### src/rtl/pkdmc_pkg.sv
// ----------------------------------------------------------------------------
// pkdmc_pkg
// types and codes of the pair keyed direct mapped cache
// ----------------------------------------------------------------------------
package pkdmc_pkg;

    localparam int KEY_W  = 32;
    localparam int AXIS_W = 32;
    localparam int ID_W   = 16;
    localparam int SLOT_W = 8;
    localparam int OP_W   = 2;
    localparam int STAT_W = 2;

    localparam int IN_DATA_W  = 2 * KEY_W + SLOT_W + 4 * AXIS_W + 2 * ID_W;
    localparam int OUT_DATA_W = SLOT_W + 4 * AXIS_W + 2 * ID_W;

    localparam logic [OP_W-1:0] OP_LOOKUP = 2'd0;
    localparam logic [OP_W-1:0] OP_UPDATE = 2'd1;
    localparam logic [OP_W-1:0] OP_TICK   = 2'd2;
    localparam logic [OP_W-1:0] OP_NOP    = 2'd3;

    localparam logic [STAT_W-1:0] STAT_HIT      = 2'd0;
    localparam logic [STAT_W-1:0] STAT_RESERVED = 2'd1;
    localparam logic [STAT_W-1:0] STAT_UNAVAIL  = 2'd2;
    localparam logic [STAT_W-1:0] STAT_DONE     = 2'd3;

    localparam logic [KEY_W-1:0]  FRAME_RESET = 32'd2;
    localparam logic [AXIS_W-1:0] SIGN_BIT    = 32'h8000_0000;

    typedef struct packed {
        logic [KEY_W-1:0] stamp;
        logic [KEY_W-1:0] tag_second;
        logic [KEY_W-1:0] tag_first;
    } t_tag_entry;

    typedef struct packed {
        logic [ID_W-1:0]   second_id;
        logic [ID_W-1:0]   first_id;
        logic [AXIS_W-1:0] axis_w;
        logic [AXIS_W-1:0] axis_z;
        logic [AXIS_W-1:0] axis_y;
        logic [AXIS_W-1:0] axis_x;
    } t_pay_entry;

    typedef struct packed {
        logic [OP_W-1:0]   op;
        logic [KEY_W-1:0]  key_first;
        logic [KEY_W-1:0]  key_second;
        logic [SLOT_W-1:0] slot8;
        t_pay_entry        pay;
    } t_req;

    typedef struct packed {
        logic tag_we;
        logic pay_we;
    } t_wr_ctl;

    typedef struct packed {
        logic [STAT_W-1:0] status;
        logic [SLOT_W-1:0] slot_out;
        t_pay_entry        pay;
    } t_result;

endpackage

### src/rtl/pkdmc_resolve.sv
// ----------------------------------------------------------------------------
// pkdmc_resolve
// hit, swap, reservation and update decision for one request against its slot
// ----------------------------------------------------------------------------
module pkdmc_resolve (
    input  pkdmc_pkg::t_req       i_req,
    input  pkdmc_pkg::t_tag_entry i_tag,
    input  pkdmc_pkg::t_pay_entry i_pay,
    input  logic [31:0]           i_frame,
    input  logic                  i_enable,
    output pkdmc_pkg::t_wr_ctl    o_ctl,
    output pkdmc_pkg::t_tag_entry o_tag,
    output pkdmc_pkg::t_pay_entry o_pay,
    output pkdmc_pkg::t_result    o_res
);

    logic                  hit_fwd;
    logic                  hit_rev;
    logic [31:0]           age;
    pkdmc_pkg::t_pay_entry swp;

    assign hit_fwd = (i_tag.tag_first == i_req.key_first) &&
                     (i_tag.tag_second == i_req.key_second);
    assign hit_rev = (i_tag.tag_first == i_req.key_second) &&
                     (i_tag.tag_second == i_req.key_first);
    assign age     = i_frame - i_tag.stamp;

    // reversed view of the slot: ids exchanged, axis negated
    always_comb begin
        swp           = i_pay;
        swp.first_id  = i_pay.second_id;
        swp.second_id = i_pay.first_id;
        swp.axis_x    = i_pay.axis_x ^ pkdmc_pkg::SIGN_BIT;
        swp.axis_y    = i_pay.axis_y ^ pkdmc_pkg::SIGN_BIT;
        swp.axis_z    = i_pay.axis_z ^ pkdmc_pkg::SIGN_BIT;
        swp.axis_w    = i_pay.axis_w ^ pkdmc_pkg::SIGN_BIT;
    end

    always_comb begin
        o_ctl        = '0;
        o_tag        = i_tag;
        o_pay        = i_pay;
        o_res        = '0;
        o_res.status = pkdmc_pkg::STAT_DONE;
        case (i_req.op)
            pkdmc_pkg::OP_LOOKUP: begin
                if (!i_enable) begin
                    o_res.status = pkdmc_pkg::STAT_UNAVAIL;
                end else begin
                    o_res.slot_out = i_req.slot8;
                    if (hit_fwd) begin
                        o_tag.stamp  = i_frame;
                        o_ctl.tag_we = 1'b1;
                        o_res.status = pkdmc_pkg::STAT_HIT;
                        o_res.pay    = i_pay;
                    end else if (hit_rev) begin
                        o_tag.stamp      = i_frame;
                        o_tag.tag_first  = i_tag.tag_second;
                        o_tag.tag_second = i_tag.tag_first;
                        o_pay            = swp;
                        o_ctl.tag_we     = 1'b1;
                        o_ctl.pay_we     = 1'b1;
                        o_res.status     = pkdmc_pkg::STAT_HIT;
                        o_res.pay        = swp;
                    end else if (age > 32'd1) begin
                        o_tag.stamp      = i_frame;
                        o_tag.tag_first  = i_req.key_first;
                        o_tag.tag_second = i_req.key_second;
                        o_ctl.tag_we     = 1'b1;
                        o_res.status     = pkdmc_pkg::STAT_RESERVED;
                    end else begin
                        o_res.status = pkdmc_pkg::STAT_UNAVAIL;
                    end
                end
            end
            pkdmc_pkg::OP_UPDATE: begin
                o_pay          = i_req.pay;
                o_ctl.pay_we   = 1'b1;
                o_res.slot_out = i_req.slot8;
            end
            default: begin
            end
        endcase
    end

endmodule

### config.mk
export PLATFORM = sky130hd
export DESIGN_NAME = pkdmc_resolve
export DESIGN_NICKNAME = d
export VERILOG_FILES = /design/src/rtl/pkdmc_pkg.sv /design/src/rtl/pkdmc_resolve.sv
export SDC_FILE = /design/constraint.sdc
export NUM_CORES = 1
export LEC_CHECK = 0
export ABC_AREA = 1
export CAP_MARGIN = 20
export CORE_AREA = 2 2 369 371
export DETAILED_ROUTE_END_ITERATION = 12
export DIE_AREA = 0 0 371 373
export DONT_BUFFER_PORTS = 1
export GPL_TIMING_DRIVEN = 0
export PLACE_DENSITY = 0.3
export SLEW_MARGIN = 10
export SYNTH_ARGS = -nofsm -noshare
export SYNTH_HDL_FRONTEND = slang
export SYNTH_SLANG_ARGS = --single-unit
### constraint.sdc
create_clock -name vclk -period 3.4
set_input_delay 0.34 -clock vclk [all_inputs]
set_output_delay 0.34 -clock vclk [all_outputs]
set_load 0.02 [all_outputs]
==> metrics.log <==
[metrics] adder-cell share of the synthesized area: 0.0403
[metrics] total I/O pin count: 951
[metrics] seq_cells: 0
[metrics] row count: 135
[metrics] count of distinct cell types in the synthesized netlist: 40
[metrics] Placed Cells: 4337
[metrics] area share of the largest cell type after synthesis: 0.276
[metrics] global-route wire length before repair: 172 mm
[metrics] Routed Antenna Nets: 0
[metrics] chip height: 373 µm
[metrics] final hold violation count: 0
[metrics] highest fanout seen on the critical path: 10
[metrics] Placed Area: 14100 µm²
[metrics] gr ovfl total: 0
[metrics] total die area: 138000 µm²
[metrics] critical setup path kind: input port to output pin
[metrics] multiplexer share of the synthesized area: 0
[metrics] worst endpoint required time: 3.06 ns
[metrics] # hold bufs at CTS: 0
[metrics] simple-gate portion of the synthesized area: 0.547
[metrics] Area growth, synth to finish: 49.8%
[metrics] Total GRT Usage: 0.190
[metrics] synthesized net count: 3071
[metrics] FMAX: 0.288 GHz
[metrics] pin count of the biggest net entering global routing: 11
[metrics] worst-case setup margin in the final layout: -0.0681 ns
[metrics] dominant combinational cell family by area after synthesis: simple AND/OR/NAND/NOR gates
[metrics] most area-consuming cells after synthesis: nand2_1 28%, inv_1 14%, nor2_1 11%, nand3_1 11%, o21ai_0 7.7%
[metrics] Layout Cells excl Fill: 4384
[metrics] Buffers on Ports: 0
[metrics] floorplan core area: 135000 µm²
[metrics] number of iterations in the first detailed-routing pass: 5
[metrics] DRT iter0 DRCs: 1234
[metrics] Fillers: 16061
[metrics] register area: 0 µm²
[metrics] number of max-slew violations in the final report: 0
[metrics] register area share after synthesis: 0
[metrics] cell with the most instances after synthesis: nand2_1
[metrics] clock period minus final worst setup slack: 3.47 ns
[metrics] average instance area after synthesis: 4.52 µm²
[metrics] post-route design area: 17000 µm²
[metrics] fraction of the mapped netlist area in compound gates: 0.132
[metrics] area of the mapped netlist: 11400 µm²
[metrics] library cell with the largest summed area after synthesis: nand2_1
[metrics] Rel. slew slack: 0.182
[metrics] vias per std cell: 3.89
[metrics] violated checks: negative setup slack
[metrics] wire length after detailed routing: 139 mm
[metrics] via count of the first global-routing pass: 16384
[metrics] DIE WIDTH: 371 µm
[metrics] setup TNS: -1.22 ns
[metrics] type of element launching the critical path: input port
[metrics] Tcrit/Tclk final: 1.02
[metrics] outcome: finished, violations left
[metrics] endpoint arrival time on the critical path: 3.13 ns
[metrics] Min-Delay Path Class: input port to output pin
[metrics] Post-Place Worst Slack: -1.53 ns
[metrics] number of design rule violations left after detail routing: 0
[metrics] drt wl/cell: 31.6 µm
[metrics] Cells after Synth: 2512
[metrics] count of yosys warnings during synthesis: 0
[metrics] layout clock buffer count: 0
[metrics] parity-gate share of the synthesized area counting xor and xnor cells: 0.0709
[metrics] total setup violations reported at the end of the flow: 47
[metrics] area of combinational cells with multiple inputs: 11100 µm²
[metrics] starting utilization of the core area: 0.0844
[metrics] RSZ-0062 raised after global routing: true
[metrics] final weighted congestion in routability-driven placement: 0.969
[metrics] slew at the pin closest to its max-slew limit: 1.21 ns
[metrics] layout cells sized above 1: 0.233
[metrics] vias: 17046
[metrics] final net count: 3159
[metrics] commonest cells in the synthesized netlist: 834 x nand2_1, 423 x inv_1, 338 x nor2_1, 249 x nand3_1, 174 x o21ai_0
[metrics] half-perimeter wire length of the detailed placement result: 126 mm
[metrics] antenna violations before repair: 11
[metrics] count of max-cap constraint violations: 0
[metrics] Crit. End Element: output pin
[critical path: stages]
cell and delay (ns):
clkinv_16 0.02, ha_4 0.15, inv_4 0.05, fa_2 0.41, nand3_4 0.11, nand3_4 0.10, nand2_4 0.10, nand2_2 0.07
nand2_1 0.07, nand2_1 0.05, inv_2 0.07, nand3_1 0.06, nor2_1 0.11, nand2_1 0.10, nor2_4 0.16, nand3_1 0.12
nor2_2 0.17, nand3_4 0.17, nand2_8 0.21, buf_12 0.13, buf_6 0.12, nand2_1 0.09, nand2_4 0.10
[routing by layer]
metal / GRT usage / part of all wire / up-vias
met4: 0.0688 / 0.045 / 0
li1: - / - / 7857
met2: 0.335 / 0.49 / 834
met5: 0 / 0 / -
met1: 0.209 / 0.38 / 8228
met3: 0.0631 / 0.089 / 127
[kinds of logic after synthesis]
| family | Yosys count |
|---|---|
| simple gates | 1505 |
| compound gates | 283 |
| buf+inv | 596 |
| xor+xnor | 92 |
| fa+ha+maj | 36 |
[final timing paths]
| path | depth (start not counted) | endpoint | start |
|---|---|---|---|
| setup / recovery | 23 | o_tag[68] | i_frame[0] |
| hold / removal | 2 | o_res[166] | i_req[166] |
[final cells by class]
| class | count | area share |
|---|---|---|
| diodes | 5 | 0.000735 |
| plain buffers | 121 | 0.0443 |
| inverters | 475 | 0.110 |
| multi-input cells | 1917 | 0.651 |
| well taps | 1781 | 0.131 |
| repair buffers | 85 | 0.0629 |
[repair_timing]
item                                    4_1_cts  5_1_grt
resized for setup                           486      171
pin swaps                                    80       50
setup buffers                                22        8
cloned                                        9        4
endpoints found under the setup margin      306      176
[metrics by stage]
stage,hold slack [ns],utilization
2_1_floorplan,0.799,-
3_3_place_gp,0.805,0.101
3_5_place_dp,0.806,0.105
4_1_cts,0.806,0.121
5_1_grt,0.818,0.126
6_report,0.805,0.126
[cells in the final DEF, fill, tap and decap left out, drive strengths merged, types with 21 or more instances in the layout]
cell | synthesis | final
nand2 | 842 | 843
inv | 428 | 435
nor2 | 345 | 345
nand3 | 253 | 253
o21ai | 175 | 175
buf | 45 | 124
clkbuf | 76 | 81
a21oi | 68 | 68
xor2 | 47 | 47
xnor2 | 45 | 45
clkinv | 47 | 38
ha | 35 | 35
nand4 | 23 | 23
o211ai | 21 | 21
